<file path="config.mk">
export PLATFORM = sky130hd
export DESIGN_NAME = modbus_rtu_request_framer
export DESIGN_NICKNAME = d
export VERILOG_FILES = /design/src/mrf_pkg.sv /design/src/mrf_front.sv /design/src/mrf_queue.sv /design/src/mrf_back.sv /design/src/modbus_rtu_request_framer.sv
export SDC_FILE = /design/constraint.sdc
export NUM_CORES = 1
export LEC_CHECK = 0
export ABC_AREA = 0
export BUFFER_PORTS_ARGS = -buffer_cell sky130_fd_sc_hd__buf_4
export CORE_AREA = 10 10 175 177
export DETAILED_ROUTE_END_ITERATION = 8
export DIE_AREA = 0 0 185 187
export GPL_TIMING_DRIVEN = 0
export PLACE_DENSITY = 0.72
export SLEW_MARGIN = 20
export SYNTH_ARGS = -nofsm -noshare
export SYNTH_HDL_FRONTEND = slang
export SYNTH_SLANG_ARGS = --single-unit
</file>
<file path="constraint.sdc">
create_clock -name clk -period 5.9 [get_ports clk]
set_input_delay 0.59 -clock clk [delete_from_list [all_inputs] [get_ports clk]]
set_output_delay 0.59 -clock clk [all_outputs]
set_load 0.02 [all_outputs]
</file>
<file path="src/mrf_pkg.sv">
// Shared types and constants for the Modbus RTU request framer.
// Used by mrf_front, mrf_queue, mrf_back and modbus_rtu_request_framer.
// No dependencies.
package mrf_pkg;

    // Request item modes
    localparam logic [3:0] MODE_RD_COILS    = 4'd0;
    localparam logic [3:0] MODE_RD_DISCRETE = 4'd1;
    localparam logic [3:0] MODE_RD_HOLDING  = 4'd2;
    localparam logic [3:0] MODE_RD_INPUT    = 4'd3;
    localparam logic [3:0] MODE_WR_COIL     = 4'd4;
    localparam logic [3:0] MODE_WR_REG      = 4'd5;
    localparam logic [3:0] MODE_WR_COILS    = 4'd6;
    localparam logic [3:0] MODE_WR_REGS     = 4'd7;
    localparam logic [3:0] MODE_DATA        = 4'd8;

    // Quantity limits for multiple writes
    localparam int MAX_COILS     = 1968;
    localparam int MAX_REGISTERS = 123;

    // Job queue between front and back end
    localparam int QDEPTH = 4;
    localparam int QPTR_W = $clog2(QDEPTH);

    typedef enum logic [1:0] {
        STATUS_OK  = 2'd0,
        STATUS_QTY = 2'd1,
        STATUS_SEQ = 2'd2
    } status_t;

    // One unit of work for the back end: up to seven payload bytes, optional
    // CRC restart before the first byte and CRC trailer after the last one,
    // or a single error result.
    typedef struct packed {
        logic [7:0][7:0] bytes;
        logic [2:0]      count;
        logic            crc_start;
        logic            crc_end;
        logic            is_error;
        status_t         status;
    } job_t;

    // Queue fill flags
    typedef struct packed {
        logic full;
        logic empty;
    } q_flags_t;

endpackage

</file>
<file path="src/mrf_front.sv">
// Front end: accepts request and data items, tracks multiple-write sequencing
// and coil packing, and turns each item into a job for the back end.
// Depends on mrf_pkg.
module mrf_front
    import mrf_pkg::*;
(
    input  logic        clk,
    input  logic        rst_n,
    input  logic        cfg_valid,
    input  logic [7:0]  cfg_data,
    input  logic        in_valid,
    input  logic        in_stall,
    input  logic [3:0]  mode,
    input  logic [15:0] address,
    input  logic [15:0] quantity_or_value,
    input  logic [15:0] data_word,
    output logic        push,
    output job_t        job
);

    typedef enum logic [1:0] {
        PEND_NONE  = 2'd0,
        PEND_COILS = 2'd1,
        PEND_REGS  = 2'd2
    } pend_t;

    pend_t       pend_reg, pend_next;
    logic [10:0] remain_reg, remain_next;
    logic [7:0]  pack_reg, pack_next;
    logic [2:0]  bitpos_reg, bitpos_next;
    logic [7:0]  slave_id_reg;

    logic        accept;
    logic [15:0] qv_sent;
    logic [15:0] coil_round;
    logic [10:0] remain_dec;
    logic [7:0]  pack_set;

    function automatic logic [7:0] fcode_of(input logic [3:0] m);
        logic [7:0] f;
        unique case (m)
            MODE_RD_COILS:    f = 8'h01;
            MODE_RD_DISCRETE: f = 8'h02;
            MODE_RD_HOLDING:  f = 8'h03;
            MODE_RD_INPUT:    f = 8'h04;
            MODE_WR_COIL:     f = 8'h05;
            MODE_WR_REG:      f = 8'h06;
            MODE_WR_COILS:    f = 8'h0F;
            MODE_WR_REGS:     f = 8'h10;
            default:          f = 8'h00;
        endcase
        return f;
    endfunction

    assign accept     = in_valid && !in_stall;
    assign qv_sent    = (mode == MODE_WR_COIL)
                        ? ((quantity_or_value != 16'd0) ? 16'hFF00 : 16'h0000)
                        : quantity_or_value;
    assign coil_round = quantity_or_value + 16'd7;
    assign remain_dec = remain_reg - 11'd1;
    assign pack_set   = pack_reg | (8'(data_word[0]) << bitpos_reg);

    // Item classification and job build
    always_comb
    begin
        push          = 1'b0;
        job           = '0;
        job.status    = STATUS_OK;
        pend_next     = pend_reg;
        remain_next   = remain_reg;
        pack_next     = pack_reg;
        bitpos_next   = bitpos_reg;

        if (mode <= MODE_WR_REGS)
        begin
            job.bytes[0]  = slave_id_reg;
            job.bytes[1]  = fcode_of(mode);
            job.bytes[2]  = address[15:8];
            job.bytes[3]  = address[7:0];
            job.bytes[4]  = qv_sent[15:8];
            job.bytes[5]  = qv_sent[7:0];
            job.crc_start = 1'b1;
            priority if (pend_reg != PEND_NONE)
            begin
                job.is_error = 1'b1;
                job.status   = STATUS_SEQ;
            end
            else if (mode == MODE_WR_COILS &&
                     (quantity_or_value == 16'd0 ||
                      quantity_or_value > 16'(MAX_COILS)))
            begin
                job.is_error = 1'b1;
                job.status   = STATUS_QTY;
            end
            else if (mode == MODE_WR_REGS &&
                     (quantity_or_value == 16'd0 ||
                      quantity_or_value > 16'(MAX_REGISTERS)))
            begin
                job.is_error = 1'b1;
                job.status   = STATUS_QTY;
            end
            else if (mode == MODE_WR_COILS || mode == MODE_WR_REGS)
            begin
                job.count    = 3'd7;
                job.bytes[6] = (mode == MODE_WR_COILS) ? coil_round[10:3]
                                                       : {quantity_or_value[6:0], 1'b0};
                pend_next    = (mode == MODE_WR_COILS) ? PEND_COILS : PEND_REGS;
                remain_next  = quantity_or_value[10:0];
                pack_next    = 8'd0;
                bitpos_next  = 3'd0;
            end
            else
            begin
                job.count   = 3'd6;
                job.crc_end = 1'b1;
            end
            push = accept;
        end
        else if (mode == MODE_DATA && pend_reg != PEND_NONE && remain_reg != 11'd0)
        begin
            remain_next = remain_dec;
            job.crc_end = (remain_dec == 11'd0);
            if (pend_reg == PEND_COILS)
            begin
                bitpos_next = bitpos_reg + 3'd1;
                pack_next   = pack_set;
                if (bitpos_reg == 3'd7 || remain_dec == 11'd0)
                begin
                    job.count    = 3'd1;
                    job.bytes[0] = pack_set;
                    pack_next    = 8'd0;
                    bitpos_next  = 3'd0;
                end
            end
            else
            begin
                job.count    = 3'd2;
                job.bytes[0] = data_word[15:8];
                job.bytes[1] = data_word[7:0];
            end
            if (remain_dec == 11'd0)
            begin
                pend_next = PEND_NONE;
            end
            // A coil that completes no byte produces nothing
            push = accept && (job.count != 3'd0);
        end
        else
        begin
            job.is_error = 1'b1;
            job.status   = STATUS_SEQ;
            push         = accept;
        end

        // Any error drops the sequence state
        if (job.is_error)
        begin
            pend_next   = PEND_NONE;
            remain_next = 11'd0;
            pack_next   = 8'd0;
            bitpos_next = 3'd0;
        end
    end

    // Sequence state and slave address
    always_ff @(posedge clk or negedge rst_n)
    begin
        if (!rst_n)
        begin
            pend_reg     <= PEND_NONE;
            remain_reg   <= 11'd0;
            pack_reg     <= 8'd0;
            bitpos_reg   <= 3'd0;
            slave_id_reg <= 8'd1;
        end
        else
        begin
            if (accept)
            begin
                pend_reg   <= pend_next;
                remain_reg <= remain_next;
                pack_reg   <= pack_next;
                bitpos_reg <= bitpos_next;
            end
            if (cfg_valid)
            begin
                slave_id_reg <= cfg_data;
            end
        end
    end

endmodule

</file>
<file path="src/mrf_queue.sv">
// Short job queue between the front and back ends, show-ahead read.
// Depends on mrf_pkg.
module mrf_queue
    import mrf_pkg::*;
(
    input  logic     clk,
    input  logic     rst_n,
    input  logic     push,
    input  job_t     push_job,
    input  logic     pop,
    output job_t     head,
    output q_flags_t flags
);

    job_t              entry_reg [QDEPTH];
    logic [QPTR_W-1:0] wr_ptr_reg, rd_ptr_reg;
    logic [QPTR_W:0]   cnt_reg;
    logic              do_push, do_pop;

    assign flags.full  = (cnt_reg == (QPTR_W + 1)'(QDEPTH));
    assign flags.empty = (cnt_reg == '0);
    assign do_push     = push && !flags.full;
    assign do_pop      = pop && !flags.empty;
    assign head        = entry_reg[rd_ptr_reg];

    // Entry storage
    always_ff @(posedge clk)
    begin
        if (do_push)
        begin
            entry_reg[wr_ptr_reg] <= push_job;
        end
    end

    // Pointers and fill count
    always_ff @(posedge clk or negedge rst_n)
    begin
        if (!rst_n)
        begin
            wr_ptr_reg <= '0;
            rd_ptr_reg <= '0;
            cnt_reg    <= '0;
        end
        else
        begin
            if (do_push)
            begin
                wr_ptr_reg <= wr_ptr_reg + 1'b1;
            end
            if (do_pop)
            begin
                rd_ptr_reg <= rd_ptr_reg + 1'b1;
            end
            if (do_push && !do_pop)
            begin
                cnt_reg <= cnt_reg + 1'b1;
            end
            else if (do_pop && !do_push)
            begin
                cnt_reg <= cnt_reg - 1'b1;
            end
        end
    end

endmodule

</file>
<file path="src/mrf_back.sv">
// Back end: walks the head job one byte per cycle while out_stall is low, runs
// CRC-16/MODBUS, appends the CRC trailer where asked; holds the output register.
// Depends on mrf_pkg.
module mrf_back
    import mrf_pkg::*;
(
    input  logic       clk,
    input  logic       rst_n,
    input  job_t       head,
    input  q_flags_t   flags,
    output logic       pop,
    output logic       out_valid,
    input  logic       out_stall,
    output logic [7:0] frame_byte,
    output logic       frame_last,
    output logic [1:0] status
);

    logic [15:0] crc_reg, crc_next;
    logic [2:0]  idx_reg, idx_next;
    logic        out_valid_reg;
    logic [7:0]  byte_reg;
    logic        last_reg;
    status_t     status_reg;

    logic        fire, done;
    logic [7:0]  byte_sel;
    logic        last_sel;
    logic [15:0] crc_base;

    // Reflected CRC-16, polynomial 0xA001, one byte
    function automatic logic [15:0] crc_byte(input logic [15:0] c, input logic [7:0] b);
        logic [15:0] r;
        r = c ^ {8'h00, b};
        for (int i = 0; i < 8; i++)
        begin
            r = r[0] ? ((r >> 1) ^ 16'hA001) : (r >> 1);
        end
        return r;
    endfunction

    assign fire     = !flags.empty && (!out_valid_reg || !out_stall);
    assign pop      = fire && done;
    assign crc_base = (head.crc_start && idx_reg == 3'd0) ? 16'hFFFF : crc_reg;

    // Byte selection for the current step of the head job
    always_comb
    begin
        byte_sel = 8'd0;
        last_sel = 1'b0;
        done     = 1'b0;
        crc_next = crc_reg;
        if (head.is_error)
        begin
            last_sel = 1'b1;
            done     = 1'b1;
            crc_next = 16'hFFFF;
        end
        else if (idx_reg < head.count)
        begin
            byte_sel = head.bytes[idx_reg];
            crc_next = crc_byte(crc_base, byte_sel);
            done     = ({1'b0, idx_reg} + 4'd1 == {1'b0, head.count}) && !head.crc_end;
        end
        else if (idx_reg == head.count)
        begin
            byte_sel = crc_reg[7:0];
            done     = !head.crc_end;
        end
        else
        begin
            byte_sel = crc_reg[15:8];
            last_sel = 1'b1;
            done     = 1'b1;
            crc_next = 16'hFFFF;
        end
        idx_next = done ? 3'd0 : idx_reg + 3'd1;
    end

    // Sequencer and output register
    always_ff @(posedge clk or negedge rst_n)
    begin
        if (!rst_n)
        begin
            crc_reg       <= 16'hFFFF;
            idx_reg       <= 3'd0;
            out_valid_reg <= 1'b0;
        end
        else
        begin
            if (fire)
            begin
                crc_reg       <= crc_next;
                idx_reg       <= idx_next;
                out_valid_reg <= 1'b1;
            end
            else if (!out_stall)
            begin
                out_valid_reg <= 1'b0;
            end
        end
    end

    // Output payload
    always_ff @(posedge clk)
    begin
        if (fire)
        begin
            byte_reg   <= byte_sel;
            last_reg   <= last_sel;
            status_reg <= head.status;
        end
    end

    assign out_valid  = out_valid_reg;
    assign frame_byte = byte_reg;
    assign frame_last = last_reg;
    assign status     = status_reg;

endmodule

</file>
<file path="src/modbus_rtu_request_framer.sv">
// Modbus RTU request framer: each accepted item leaves as zero to eight frame
// bytes, one byte per cycle while out_stall is low. A read or single write
// gives 8 bytes, a multiple-write header 7, a data item 0 to 4 (2 for a
// register, 1 when coil packing completes a byte and none when it does not,
// plus 2 for the CRC trailer on the last element), an error 1. The byte
// sequencer in the back end, which folds each byte into the CRC as it leaves,
// emits these bytes. With the queue empty and the output free, an accepted
// item is first written into the queue and its first byte is then taken into
// the output register. A 4-job queue sits between the input side and that
// sequencer, so in_stall rises only when the queue is full, and the output
// register takes the next byte at the same edge the held one leaves, so bytes stream back to back.
// Depends on mrf_pkg, mrf_front, mrf_queue, mrf_back.
module modbus_rtu_request_framer
    import mrf_pkg::*;
(
    input  logic        clk,
    input  logic        rst_n,
    input  logic        cfg_valid,
    output logic        cfg_ready,
    input  logic [7:0]  cfg_data,
    input  logic        in_valid,
    output logic        in_stall,
    input  logic [3:0]  mode,
    input  logic [15:0] address,
    input  logic [15:0] quantity_or_value,
    input  logic [15:0] data_word,
    output logic        out_valid,
    input  logic        out_stall,
    output logic [7:0]  frame_byte,
    output logic        frame_last,
    output logic [1:0]  status
);

    logic     push, pop;
    job_t     push_job, head;
    q_flags_t flags;

    assign cfg_ready = 1'b1;
    assign in_stall  = flags.full;

    mrf_front u_front (
        .clk               (clk),
        .rst_n             (rst_n),
        .cfg_valid         (cfg_valid),
        .cfg_data          (cfg_data),
        .in_valid          (in_valid),
        .in_stall          (in_stall),
        .mode              (mode),
        .address           (address),
        .quantity_or_value (quantity_or_value),
        .data_word         (data_word),
        .push              (push),
        .job               (push_job)
    );

    mrf_queue u_queue (
        .clk      (clk),
        .rst_n    (rst_n),
        .push     (push),
        .push_job (push_job),
        .pop      (pop),
        .head     (head),
        .flags    (flags)
    );

    mrf_back u_back (
        .clk        (clk),
        .rst_n      (rst_n),
        .head       (head),
        .flags      (flags),
        .pop        (pop),
        .out_valid  (out_valid),
        .out_stall  (out_stall),
        .frame_byte (frame_byte),
        .frame_last (frame_last),
        .status     (status)
    );

    // Error results carry a zero byte and close the frame
    assert property (@(posedge clk) disable iff (!rst_n)
        out_valid && status != STATUS_OK |-> frame_byte == 8'd0 && frame_last)
        else $error("error result with nonzero byte or open frame");

    // Status code 3 is never produced
    assert property (@(posedge clk) disable iff (!rst_n)
        out_valid |-> status != 2'd3)
        else $error("undefined status code");

    // Queue cannot be full and empty at once
    assert property (@(posedge clk) disable iff (!rst_n)
        !(flags.full && flags.empty))
        else $error("queue flags inconsistent");

    // The back end never pops an empty queue
    assert property (@(posedge clk) disable iff (!rst_n)
        pop |-> !flags.empty)
        else $error("pop from empty queue");

endmodule
</file>
== After elaboration in Yosys (flattened, before gate mapping) ==
Memory sizes are Yosys's and may differ from the RTL's.
Index checks and enable logic that the tools add are counted.

* Bits in writable memories: 256
* Memories kept: 2
* ROM bits: 40
* Input bits: 65
* Flip-flop bits (word level): 70

{| class="wikitable"
|+ Memory list
! name !! depth !! bits a word !! read ports !! clocked after Yosys merged registers in !! write ports !! line !! RTL
|-
| u_queue.entry_reg || 4 || 64 || 1 || 0 || 1 || mrf_queue.sv:15 || <nowiki>job_t entry_reg [QDEPTH];</nowiki>
|-
| (name not given) || 8 || 5 || 1 || 0 || 0 || mrf_front.sv:41 || <nowiki>unique case (m)</nowiki>
|}

* Order comparisons: 5
* Add/subtract/negate cells: 9
* Bitwise operators: 10
* Shift-type cells: 1
* Mux-type cells: 95
* Eq/ne operators: 15
* Reduce and logical (&&, ||, !) cells: 42

{| class="wikitable"
|+ Operator list
! operator !! count
|-
| two-way mux 16 bit || 14
|-
| two-way mux 8 bit || 19
|-
| two-way mux 11 bit || 11
|-
| two-way mux 3 bit || 19
|-
| two-way mux 40 bit || 1
|-
| two-way mux 19 bit || 2
|-
| binary-select mux 8 bit (select 3 bit) || 1
|-
| NOT 2 -> 3 bit || 8
|-
| two-way mux 1 bit || 18
|-
| two-way mux 2 bit || 9
|-
| > comparator 16 x 11 -> 1 bit (second input constant) || 1
|-
| > comparator 16 x 7 -> 1 bit (second input constant) || 1
|-
| logical NOT 16 bit || 1
|-
| nonzero test 16 bit || 1
|-
| XOR 16 x 8 -> 16 bit || 1
|-
| inequality test 3 x 2 -> 1 bit (second input constant) || 5
|-
| logical AND 1 bit || 14
|-
| AND reduction 7 bit || 2
|-
| == test 4 x 3 -> 1 bit (second input constant) || 3
|-
| nonzero test 3 bit || 4
|-
| adder 11 x 3 -> 11 bit (second input constant) || 1
|-
| logical NOT 11 bit || 1
|-
| nonzero test 11 bit || 1
|-
| subtractor 11 x 1 -> 11 bit (second input constant) || 1
|-
| 22 further kinds || 38
|}

== Longest topological paths before layout ==
Gate-level depths: netlist of the first run.

* Depth in word-level cells: 22
* Depth in mapped cells: 21
* Mapped depth without buffers: 15

== Modules after synthesis ==
A second synthesis of the first run with hierarchy kept.

* Cells, all modules: 981
* Area total of the unflattened synthesis: 16,071.7 µm²

{| class="wikitable"
|+ Modules (own cells, without submodules)
! module !! cells an instance !! area an instance (µm²) !! times used
|-
| mrf_queue || 412 || 10,811.6 || 1
|-
| mrf_front || 368 || 2,854.0 || 1
|-
| mrf_back || 199 || 2,394.8 || 1
|-
| modbus_rtu_request_framer || 2 || 11.3 || 1
|}

== Least setup slack after synthesis of the first run ==
Ideal clock, no wire load.

* Path kind: flip-flop to flip-flop
* From: register u_front.remain_reg[2]
* To: memory u_queue.entry_reg[0][0] (netlist bit) (enable)
* Data required time: 5.471 ns
* Clock period less this slack: 4.413 ns
* Library setup time: 0.429 ns
* Path slack: 1.487 ns
* Arrival time: 3.984 ns
* Cell stages (with the launch flop): 9
* Cells stage by stage: dfrtp_1 clkbuf_1 or3_1 or3_1 or2_1 a2111oi_2 nor2_1 a21oi_1 and2_1

* Cells in the longest elaborated chain, start to end: 14
* Elaborated cells between the ends (all ways): 16
* Those cells by class: 1 x add/sub; 8 x mux; 7 x reduce/logical

{| class="wikitable"
|+ Ends and longest elaborated chain
! what !! line !! RTL
|-
| from (decl) || mrf_front.sv:28 || <nowiki>logic [10:0] remain_reg, remain_next;</nowiki>
|-
| from (signal assigned) || mrf_front.sv:181 || <nowiki>remain_reg <= remain_next;</nowiki>
|-
| subtractor 11 x 1 -> 11 bit || mrf_front.sv:60 || <nowiki>assign remain_dec = remain_reg - 11'd1;</nowiki>
|-
| logical NOT 11 bit || mrf_front.sv:127 || <nowiki>if (bitpos_reg == 3'd7 || remain_dec == 11'd0)</nowiki>
|-
| logical OR 1 bit || mrf_front.sv:127 ||
|-
| two-way mux 11 bit || mrf_front.sv:127 ||
|-
| two-way mux 11 bit || mrf_front.sv:123 || <nowiki>if (pend_reg == PEND_COILS)</nowiki>
|-
| two-way mux 11 bit || mrf_front.sv:119 || <nowiki>else if (mode == MODE_DATA && pend_reg != PEND_NONE && remain_reg != 11'd0)</nowiki>
|-
| two-way mux 11 bit || mrf_front.sv:74 || <nowiki>if (mode <= MODE_WR_REGS)</nowiki>
|-
| nonzero test 3 bit || mrf_front.sv:146 || <nowiki>push = accept && (job.count != 3'd0);</nowiki>
|-
| logical AND 1 bit || mrf_front.sv:146 ||
|-
| two-way mux 1 bit (*) || mrf_front.sv:119 ||
|-
| two-way mux 1 bit (*) || mrf_front.sv:74 ||
|-
| logical AND 1 bit (*) || mrf_queue.sv:22 || <nowiki>assign do_push = push && !flags.full;</nowiki>
|-
| named net u_queue.do_push || mrf_queue.sv:18 || <nowiki>logic do_push, do_pop;</nowiki>
|-
| two-way mux 1 bit (*) || mrf_queue.sv:29 || <nowiki>if (do_push)</nowiki>
|-
| two-way mux 1 bit (not written as such) (*) || mrf_queue.sv:31 || <nowiki>entry_reg[wr_ptr_reg] <= push_job;</nowiki>
|-
| to (decl) || mrf_queue.sv:15 ||
|}

The timed path passes the listed nets; every way through them passes the cells marked *. The select of a mux whose other input is x is not followed.

== Final worst setup path of the first run ==
* From: register u_queue.rd_ptr_reg[0]
* To: register u_queue.cnt_reg[2]

* Cells in the longest elaborated chain, start to end: 10
* Elaborated cells between the ends (all ways): 16
* Those cells by class: 1 x order compare; 2 x eq/ne; 4 x mux; 8 x reduce/logical; 1 x memory

{| class="wikitable"
|+ Ends and longest elaborated chain
! what !! line !! RTL
|-
| from (decl) || mrf_queue.sv:16 || <nowiki>logic [QPTR_W-1:0] wr_ptr_reg, rd_ptr_reg;</nowiki>
|-
| from (signal assigned) || mrf_queue.sv:52 || <nowiki>rd_ptr_reg <= rd_ptr_reg + 1'b1;</nowiki>
|-
| memory (4 x 64 bit) (*) || - ||
|-
| parallel branches: the longest is 3 deep, another holds < comparator 3 bit || - ||
|-
| two-way mux 1 bit (*) || mrf_back.sv:53 || <nowiki>if (head.is_error)</nowiki>
|-
| logical AND 1 bit (*) || mrf_back.sv:43 || <nowiki>assign pop = fire && done;</nowiki>
|-
| logical AND 1 bit (*) || mrf_queue.sv:23 || <nowiki>assign do_pop = pop && !flags.empty;</nowiki>
|-
| logical NOT 1 bit || mrf_queue.sv:54 || <nowiki>if (do_push && !do_pop)</nowiki>
|-
| logical AND 1 bit || mrf_queue.sv:54 ||
|-
| two-way mux 3 bit / nonzero test 2 bit (equally long branches) || - ||
|-
| to (signal assigned) || mrf_queue.sv:56 || <nowiki>cnt_reg <= cnt_reg + 1'b1;</nowiki>
|-
| to (signal assigned) || mrf_queue.sv:60 || <nowiki>cnt_reg <= cnt_reg - 1'b1;</nowiki>
|-
| to (decl) || mrf_queue.sv:17 || <nowiki>logic [QPTR_W:0] cnt_reg;</nowiki>
|}

Mark *: on every way between the ends.
A chain may end at the register's enable or synchronous reset.

==> flow_metrics.env, run 1 <==
export IMPL_synth_edff_count=267
export IMPL_synthAdderAreaFrac=0.0167
export IMPL_firstDrtPassIters=6
export IMPL_place_inst=1374
export IMPL_min_path_type="in -> async"
export IMPL_top_usage_layer="met2"
export IMPL_viasPerCell=6.13
export IMPL_async_flop_share=0.181
export IMPL_synth_cell_types=72
export IMPL_drcViolationCount=0
export IMPL_path_cells="buf_4 > buf_2 > buf_2 > mux4_2 > inv_1 > ha_1 > nor2b_1 > o21ai_0 > nand2b_1 > clkbuf_1 > a21o_1 > o21bai_1 > nand2_1 > ha_1 > inv_1 > fa_1 > xor2_1 > nor2_1 > xor2_1"
export IMPL_synth_xor_area_share=0.0314
export IMPL_hold_violations=0
export IMPL_root_buffer="clkbuf_16"
export IMPL_end_kind="register"
export IMPL_grtUsageMet1=0.270
export IMPL_path_delay_family="buffers and inverters"
export IMPL_rows=61
export IMPL_synth_area_mux_share=0.121
export IMPL_layout_common_cells="267 x edfxtp_1, 80 x buf_4, 64 x nor2_1"
export IMPL_powerDensity_mw_per_mm2=534
export IMPL_grt_first_pass_wirelength_um=53500
export IMPL_syn_cell_area_mm2=0.0146
export IMPL_cts_tree="yes"
export IMPL_antenna_found_initial=0
export IMPL_maxCapViolCount=0
export IMPL_rsz0062_at_grt="false"
export IMPL_period_share=0.826
export IMPL_outcome="finished clean"
export IMPL_syn_num_nets=1033
export IMPL_dp_hpwl_um=23700
export IMPL_die_h_um=187
export IMPL_path_max_fanout=10
export IMPL_start_util=0.536
export IMPL_setup_viol=0
export IMPL_place_ws_ps=1010
export IMPL_cp_arrival_ps=5320
export IMPL_antenna_cells=0
export IMPL_syn_to_final_growth_pct=15.4
export IMPL_die_x_um=185
export IMPL_grt_pass1_vias=9166
export IMPL_ys_seq_elements=326
export IMPL_leakagePower_uw=0.00614
export IMPL_synth_area_per_cell_um2=15.4
export IMPL_clkTransAtPathRegs_ps=60
export IMPL_seq_area_frac_synth=0.650
export IMPL_setup_tns_ps=0
export IMPL_slowest_delay_ps=590
export IMPL_ff2ff_setup_slack_ps=1020
export IMPL_synth_top_family_by_area="multiplexers"
export IMPL_crit_required_ps=6350
export IMPL_use_met2=0.323
export IMPL_hold_ws_ps=195
export IMPL_design_core_area_mm2=0.0273
export IMPL_num_io_pins=79
export IMPL_ys_top_cells_by_area="edfxtp_1 55%, mux4_2 7.7%, dfrtp_1 7.2%"
export IMPL_htreeDepth=2
export IMPL_clk_latency_ps=530
export IMPL_largest_reg_flops=256
export IMPL_ys_warn_count=0
export IMPL_cts_max_path_buffers=3
export IMPL_final_common_cell="edfxtp_1"
export IMPL_grt_max_degree=60
export IMPL_r2r_end="u_queue.cnt_reg[2]"
export IMPL_start_kind="register"
export IMPL_yosysTopAreaCell="edfxtp_1"
export IMPL_criticalPathCategory="reg -> reg"
export IMPL_fmaxAchievable_mhz=205
export IMPL_dieArea_mm2=0.0346
export IMPL_numCtsBuffers=35
export IMPL_use_met3=0.0352
export IMPL_postCtsSetupBuffers=0
export IMPL_syn_instance_count=949
export IMPL_min_period_ps=4880
export IMPL_synth_simple_area_share=0.0789
export IMPL_drtIter0Drc=1005
export IMPL_worst_path_buf_inv=6
export IMPL_ctsHoldBuffers=0
export IMPL_r2r_cells=19
export IMPL_ctsResizeCount=0
export IMPL_fin_ws_ps=1020
export IMPL_portBuffers=74
export IMPL_grt_remaining_overflow=0
export IMPL_grt_use_total=0.200
export IMPL_yosysTopAreaCellShare=0.548
export IMPL_place_gp_congestion=0.869
export IMPL_ys_flop_type="edfxtp_1"
export IMPL_seqCellArea_mm2=0.00952
export IMPL_post_drt_wl_per_cell_um=23.9
export IMPL_cpMaxStageDelayCell="mux4_2"
export IMPL_ir_drop_v=0.000369
export IMPL_num_fill_cells=2032
export IMPL_drtAntennaViolNets=0
export IMPL_fin_cells=1438
export IMPL_final_max_slew_viol_count=0
export IMPL_layout_drive_gt1_share=0.241
export IMPL_fin_worst_skew_ps=23.6
export IMPL_num_vias=8818
export IMPL_totalWireLength_um=34400
export IMPL_tightest_slew_ps=899
export IMPL_relSlewSlack=0.394
export IMPL_multiInputGateArea_mm2=0.00480
export IMPL_r2r_start="u_queue.rd_ptr_reg[0]"
export IMPL_cts_sinks=326
export IMPL_synth_compound_area_frac=0.0787
export IMPL_final_nets=1149
[power breakdown]
| part | switching (uW) | internal [uW] | leakage (uW) |
|---|---|---|---|
| Combinational | 1910 | 1620 | 0.00236 |
| Clock | 889 | 1280 | 0.000554 |
| Sequential | 195 | 3120 | 0.00322 |
[cell families (layout without fill, tap and decap cells)]
logic type,Yosys count,in the layout
DFF,326,326
and+or+nand+nor,225,225
AOI/OAI and AO/OA,169,169
muxes,97,97
buffers and inverters,67,210
xor gates and xnor gates,45,45
adders and majority gates,19,19
other,1,1
[Yosys cell counts (8+ instances only)]
cell,n
a211oi_1,16
a21o_1,11
a21oi_1,23
a22oi_1,8
a31oi_1,12
and2_1,15
and3_1,11
buf_2,12
clkbuf_1,27
dfrtp_1,42
dfstp_2,17
edfxtp_1,267
ha_1,18
inv_1,14
mux2_2,22
mux2i_1,16
mux4_1,9
mux4_2,50
nand2_1,49
nand3_1,11
nor2_1,64
nor2b_1,25
nor3_1,9
o21ai_0,31
o22a_1,16
o22ai_1,20
xnor2_1,24
xor2_1,15
[through the flow]
step | util | total power, uW | cell area, um2
2_1_floorplan | - | 5950 | 14600
3_3_place_gp | 0.572 | 6810 | 15600
3_5_place_dp | 0.576 | 6900 | 15800
4_1_cts | 0.618 | 9070 | 16900
5_1_grt | 0.618 | 9480 | 16900
6_report | 0.618 | 9020 | 16900
[how the worst max path moves through the flow]
stage	depth (start not counted)	slack [ps]	to	start
6_report	19	1020	u_queue.cnt_reg[2]	u_queue.rd_ptr_reg[0]
5_1_grt	19	600	u_queue.cnt_reg[2]	u_queue.rd_ptr_reg[0]
4_1_cts	19	970	u_queue.cnt_reg[2]	u_queue.rd_ptr_reg[0]
3_5_place_dp	19	1010	u_queue.cnt_reg[2]	u_queue.rd_ptr_reg[0]
3_3_place_gp	8	40	u_queue.entry_reg[1][31]	u_front.remain_reg[2]
2_1_floorplan	8	1490	u_queue.entry_reg[0][0]	u_front.remain_reg[2]
[per-layer routing]
| layer | part of all wire | vias up |
|---|---|---|
| met5 | 0 | - |
| met4 | 0.027 | 0 |
| met3 | 0.075 | 63 |
| met2 | 0.48 | 372 |
| met1 | 0.42 | 4443 |
| li1 | - | 3940 |
[cell type report]
cell class,count,area share
Buffer,52,0.0169
Multi-Input combinational cell,556,0.284
Sequential cell,326,0.563
Clock inverter,15,0.0110
Timing Repair Buffer,79,0.0390
Inverter,15,0.00333
Tap cell,346,0.0256
Clock buffer,49,0.0567
(Power assumes the default switching activity.)
==> run 2: changes to the inputs <==
--- a/config.mk
+++ b/config.mk
@@ -5,13 +5,13 @@
 export SDC_FILE = /design/constraint.sdc
 export NUM_CORES = 1
 export LEC_CHECK = 0
-export ABC_AREA = 0
+export ABC_AREA = 1
 export BUFFER_PORTS_ARGS = -buffer_cell sky130_fd_sc_hd__buf_4
-export CORE_AREA = 10 10 175 177
+export CORE_AREA = 10 10 179 181
 export DETAILED_ROUTE_END_ITERATION = 8
-export DIE_AREA = 0 0 185 187
+export DIE_AREA = 0 0 189 191
 export GPL_TIMING_DRIVEN = 0
-export PLACE_DENSITY = 0.72
+export PLACE_DENSITY = 0.75
 export SLEW_MARGIN = 20
 export SYNTH_ARGS = -nofsm -noshare
 export SYNTH_HDL_FRONTEND = slang
==> constraint.sdc (replaced) <==
create_clock -name clk -period 4.05 [get_ports clk]
set_input_delay 0.405 -clock clk [delete_from_list [all_inputs] [get_ports clk]]
set_output_delay 0.405 -clock clk [all_outputs]
set_load 0.02 [all_outputs]
==> flow_metrics.env, run 2 <==
export IMPL_min_period_ps=3790
export IMPL_leakagePower_uw=0.00770
export IMPL_syn_num_nets=1688
export IMPL_synth_cell_types=48
export IMPL_grt_use_total=0.231
export IMPL_design_core_area_mm2=0.0285
export IMPL_synth_common_cells="411 x nand2_1, 267 x edfxtp_1, 192 x inv_1"
export IMPL_hold_violations=0
export IMPL_drtAntennaViolNets=0
export IMPL_antenna_cells=0
export IMPL_seqPwrFrac=0.343
export IMPL_final_common_cell="nand2_1"
export IMPL_numCtsBuffers=35
export IMPL_clkTransAtPathRegs_ps=60
export IMPL_path_max_fanout=10
export IMPL_ir_drop_v=0.000557
export IMPL_fin_util=0.635
export IMPL_layout_drive_gt1_share=0.137
export IMPL_outcome="finished clean"
export IMPL_top_usage_layer="met2"
export IMPL_dp_hpwl_um=29600
export IMPL_fin_area_mm2=0.0181
export IMPL_dieArea_mm2=0.0361
export IMPL_fin_worst_skew_ps=19.2
export IMPL_largest_reg_flops=256
export IMPL_final_max_slew_viol_count=0
export IMPL_use_met3=0.0375
export IMPL_end_kind="register"
export IMPL_post_drt_wl_per_cell_um=19.9
export IMPL_ys_warn_count=0
export IMPL_die_h_um=191
export IMPL_rows=62
export IMPL_drtIter0Drc=1359
export IMPL_yosysTopAreaCell="edfxtp_1"
export IMPL_place_gp_congestion=0.907
export IMPL_switching_share=0.402
export IMPL_relSlewSlack=0.311
export IMPL_cts_max_path_buffers=3
export IMPL_portBuffers=77
export IMPL_p_clk_frac=0.220
export IMPL_place_area_mm2=0.0169
export IMPL_total_power_uw=14000
export IMPL_num_vias=12188
export IMPL_firstDrtPassIters=6
export IMPL_internal_power_uw=8390
export IMPL_syn_instance_count=1604
export IMPL_viasPerCell=5.69
export IMPL_fmaxAchievable_mhz=264
export IMPL_synth_edff_count=267
export IMPL_clk_latency_ps=520
export IMPL_switching_power_uw=5640
export IMPL_criticalPathCategory="reg -> reg"
export IMPL_setup_tns_ps=0
export IMPL_cts_sinks=326
export IMPL_tightest_slew_ps=1020
export IMPL_start_kind="register"
export IMPL_start_util=0.545
export IMPL_syn_to_final_growth_pct=16.5
export IMPL_use_met2=0.379
export IMPL_layout_common_cells="411 x nand2_1, 267 x edfxtp_1, 192 x inv_1"
export IMPL_maxCapViolCount=0
export IMPL_crit_required_ps=4450
export IMPL_pwr_share_comb=0.437
export IMPL_yosysTopAreaCellShare=0.517
export IMPL_root_buffer="clkbuf_16"
export IMPL_drcViolationCount=0
export IMPL_setup_viol=0
export IMPL_syn_cell_area_mm2=0.0155
export IMPL_min_path_type="in -> reg"
export IMPL_final_nets=1818
export IMPL_yosysMostFrequentCell="nand2_1"
export IMPL_grtUsageMet1=0.305
export IMPL_period_share=0.935
export IMPL_grt_max_degree=60
export IMPL_synth_area_per_cell_um2=9.67
export IMPL_htreeDepth=2
export IMPL_async_flop_share=0.181
export IMPL_num_io_pins=79
export IMPL_grt_first_pass_wirelength_um=65200
export IMPL_totalWireLength_um=42700
export IMPL_ff2ff_setup_slack_ps=260
export IMPL_powerDensity_mw_per_mm2=776
export IMPL_die_x_um=189
export IMPL_rsz0062_at_grt="false"
export IMPL_antenna_found_initial=0
export IMPL_cts_tree="yes"
export IMPL_ys_top_cells_by_area="edfxtp_1 52%, nand2_1 9.9%, dfrtp_1 6.8%"
export IMPL_cp_arrival_ps=4190
export IMPL_grt_pass1_vias=11732
export IMPL_ys_seq_elements=326
export IMPL_hold_ws_ps=84.0
export IMPL_grt_remaining_overflow=0
export IMPL_seq_area_frac_synth=0.613
export IMPL_ys_flop_type="edfxtp_1"
[run 2: cell types whose count changed in the layout (fill, tap and decap cells not counted), sizes merged, moves of 15 or more]
cell | previous run | this run
mux2 | 22 | 1
nand3 | 11 | 170
buf | 102 | 142
nand2 | 49 | 418
mux4 | 59 | 0
nor2 | 64 | 140
xnor2 | 27 | 3
o21ai | 33 | 131
nor2b | 25 | 0
and2 | 16 | 0
o22a | 16 | 1
inv | 15 | 199
mux2i | 16 | 0
[run 2: worst max-delay path, stage by stage (launching register included)]
cell and delay [ps]:
dfrtp_1 400, buf_6 160, inv_6 60, buf_6 150
buf_6 200, buf_6 170, nand2_1 60, a32o_1 280
ha_1 350, a31oi_1 170, nand2_1 110, inv_1 120
nor2_4 60, inv_1 80, nand3_2 130, nand2_2 150
ha_1 180, inv_1 70, fa_1 370, a21oi_1 130
o21ai_0 110, xor2_1 160
[run 2: path summary, 6_finish.rpt]
kind | endpoint | cells after the start | start
min in group asynchronous | u_back.idx_reg[0] | 2 | rst_n
min | u_front.slave_id_reg[0] | 2 | cfg_valid
max reg2reg | u_queue.cnt_reg[2] | 21 | u_queue.rd_ptr_reg[0]
max | u_queue.cnt_reg[2] | 21 | u_queue.rd_ptr_reg[0]
min reg2reg | u_front.slave_id_reg[0] | 2 | u_front.slave_id_reg[0]
max in group asynchronous | u_front.remain_reg[1] | 2 | rst_n
[run 2: cell type report]
type | instances | area, um2
Fill cell | 2260 | 10400
Sequential cell | 326 | 9520
Multi-Input combinational cell | 1009 | 4880
Clock buffer | 46 | 968
Timing Repair Buffer | 93 | 931
Inverter | 201 | 759
Tap cell | 384 | 480
Buffer | 68 | 412
Clock inverter | 14 | 135
[run 2: kinds of logic after synthesis]
| kind of cell | synth area share |
|---|---|
| muxes | 0.000726 |
| adders and majority gates | 0.0158 |
| other | 0.000242 |
| DFF | 0.613 |
| buffers and inverters | 0.0755 |
| and+or+nand+nor | 0.203 |
| xor gates and xnor gates | 0.0106 |
| AOI/OAI and AO/OA | 0.0814 |
[run 2: power groups by stage]
stage	logic (uW)	clock network (uW)	registers [uW]
floorplan	3940	0	4940
global placement	5560	0	4950
detailed placement	5950	0	4860
CTS	6010	3110	4800
global route	6750	3250	4870
finish	6130	3090	4810
[run 2: metal layers]
metal	part of all wire	wire, um
met1	0.40	17000
met2	0.47	19900
met3	0.10	4300
met4	0.034	1450
met5	0	0
[run 2: stage by stage]
step                      std cells  worst slack, ps
after floorplan                1604             -869
after global placement         2065            -3410
after detailed placement       2078             -164
after CTS                      2139             16.7
after global routing           2141             10.2
final                          2141              262
[run 2: timing repair]
item                                    CTS  global route
hold endpoints to repair                  5             0
gates resized for setup                   1             3
pin swaps                                 0             1
setup buffers                             0             2
hold buffers                              1             0
endpoints found under the setup margin    2             3
==> run 3: changes to the inputs <==
--- a/config.mk
+++ b/config.mk
@@ -5,11 +5,11 @@
 export SDC_FILE = /design/constraint.sdc
 export NUM_CORES = 1
 export LEC_CHECK = 0
-export ABC_AREA = 1
+export ABC_AREA = 0
 export BUFFER_PORTS_ARGS = -buffer_cell sky130_fd_sc_hd__buf_4
-export CORE_AREA = 10 10 179 181
+export CORE_AREA = 10 10 175 177
 export DETAILED_ROUTE_END_ITERATION = 8
-export DIE_AREA = 0 0 189 191
+export DIE_AREA = 0 0 185 187
 export GPL_TIMING_DRIVEN = 0
 export PLACE_DENSITY = 0.75
 export SLEW_MARGIN = 20
==> flow_metrics.env, run 3 (synthesized netlist as in run 1, its figures left out) <==
export IMPL_outcome="finished with violations"
export IMPL_violations="negative hold slack"
export IMPL_end_kind="register"
export IMPL_fmaxAchievable_mhz=261
export IMPL_design_core_area_mm2=0.0273
export IMPL_slowest_delay_ps=560
export IMPL_die_h_um=187
export IMPL_cts_max_path_buffers=3
export IMPL_die_x_um=185
export IMPL_num_vias=8948
export IMPL_seqCellArea_mm2=0.00952
export IMPL_fin_cells=1434
export IMPL_cpMaxStageDelayCell="mux4_2"
export IMPL_num_io_pins=79
export IMPL_layout_common_cells="267 x edfxtp_1, 81 x buf_4, 64 x nor2_1"
export IMPL_period_share=0.948
export IMPL_grt_max_degree=60
export IMPL_powerDensity_mw_per_mm2=780
export IMPL_totalWireLength_um=35100
export IMPL_numCtsBuffers=35
export IMPL_dp_hpwl_um=23700
export IMPL_place_inst=1373
export IMPL_antenna_found_initial=0
export IMPL_portBuffers=74
export IMPL_num_fill_cells=1966
export IMPL_path_delay_family="adder cells"
export IMPL_path_max_fanout=28
export IMPL_cts_sinks=326
export IMPL_crit_required_ps=4500
export IMPL_tightest_slew_ps=918
export IMPL_criticalPathCategory="reg -> reg"
export IMPL_root_buffer="clkbuf_16"
export IMPL_min_period_ps=3840
export IMPL_final_max_slew_viol_count=0
export IMPL_antenna_cells=0
export IMPL_maxCapViolCount=0
export IMPL_cts_tree="yes"
export IMPL_cp_arrival_ps=4290
export IMPL_post_drt_wl_per_cell_um=24.5
export IMPL_layout_drive_gt1_share=0.252
export IMPL_drtIter0Drc=1042
export IMPL_worst_path_buf_inv=3
export IMPL_rows=61
export IMPL_clk_latency_ps=530
export IMPL_ir_drop_v=0.000391
export IMPL_start_kind="register"
export IMPL_drcViolationCount=0
export IMPL_final_nets=1146
export IMPL_relSlewSlack=0.381
export IMPL_place_ws_ps=-778
export IMPL_ctsHoldBuffers=0
export IMPL_htreeDepth=2
export IMPL_firstDrtPassIters=5
export IMPL_grt_first_pass_wirelength_um=54500
export IMPL_start_util=0.536
export IMPL_min_path_type="in -> async"
export IMPL_leakagePower_uw=0.00615
export IMPL_viasPerCell=6.24
export IMPL_dieArea_mm2=0.0346
export IMPL_grt_use_total=0.205
export IMPL_grt_remaining_overflow=0
export IMPL_hold_ws_ps=-12.5
export IMPL_drtAntennaViolNets=0
export IMPL_largest_reg_flops=256
export IMPL_rsz0062_at_grt="false"
export IMPL_path_cells="buf_12 > mux4_2 > inv_1 > ha_1 > nor2b_1 > o21ai_1 > nand2b_2 > a21o_1 > o21bai_2 > nand2_2 > ha_1 > inv_1 > fa_1 > xor2_1 > nor2_1 > xor2_1"
export IMPL_multiInputGateArea_mm2=0.00484
export IMPL_setup_viol=0
export IMPL_final_common_cell="edfxtp_1"
export IMPL_clkTransAtPathRegs_ps=60
export IMPL_syn_to_final_growth_pct=15.6
export IMPL_place_gp_congestion=0.874
export IMPL_fin_worst_skew_ps=18.6
export IMPL_grt_pass1_vias=9103
export IMPL_fin_ws_ps=213
export IMPL_hold_violations=1
## run 3: cell count changes in the layout (fill, tap and decap cells not counted), sizes merged, moves of 21 or more
cell / before / now
buf: 142 / 99
xnor2: 3 / 27
mux4: 0 / 59
nor2: 140 / 64
nor2b: 0 / 25
mux2: 1 / 22
o21ai: 131 / 33
inv: 199 / 17
nand3: 170 / 11
nand2: 418 / 49
## run 3: cell type report
type                    count  area share
well taps                 346      0.0256
flip-flops and latches    326       0.562
inverters                  15     0.00333
clock buffers              43      0.0547
multi-input cells         556       0.286
plain buffers              46      0.0157
repair buffers             82      0.0417
clock inverters            20      0.0111
## run 3: metrics by stage
stage | total power (uW) | area [um2] | hold WS (ps) | util | setup TNS (ps)
finish | 13200 | 16900 | -12.5 | 0.620 | 0
global route | 13900 | 16900 | 49.5 | 0.620 | 0
CTS | 13200 | 16900 | 24.9 | 0.618 | 0
detailed placement | 10000 | 15700 | 486 | 0.576 | -5680
global placement | 9850 | 15600 | 477 | 0.572 | -151330
floorplan | 8650 | 14700 | 109 | - | 0
## run 3: routing by layer
layer  vias up  track usage  part of all wire
met1      4544        0.267              0.40
met3        78       0.0418             0.073
li1       3937            -                 -
met2       389        0.333              0.50
met5         -            0                 0
met4         0       0.0710             0.032
## run 3: final timing paths
path,slack [ps],startpoint,cells past startpoint,end
max,210,u_queue.rd_ptr_reg[0],16,u_queue.cnt_reg[2]
min,-10,rst_n,1,u_back.out_valid
max reg2reg,210,u_queue.rd_ptr_reg[0],16,u_queue.cnt_reg[2]
min reg2reg,500,u_back.out_valid,2,u_back.out_valid
max in group asynchronous,3440,rst_n,1,u_queue.rd_ptr_reg[1]
min in group clk,90,out_stall,3,u_back.out_valid
## run 3: what timing repair did
action | 4_1_cts | 5_1_grt
buffers inserted | 2 | 1
endpoints found under the setup margin | 67 | 155
gates cloned | 1 | 0
resized for setup | 8 | 8
## run 3: power breakdown
part           total (uW)  internal [uW]  switching, uW
Combinational        5250           2440           2810
Sequential           4850           4550            297
Clock                3100           1780           1320
Total               13200           8770           4430
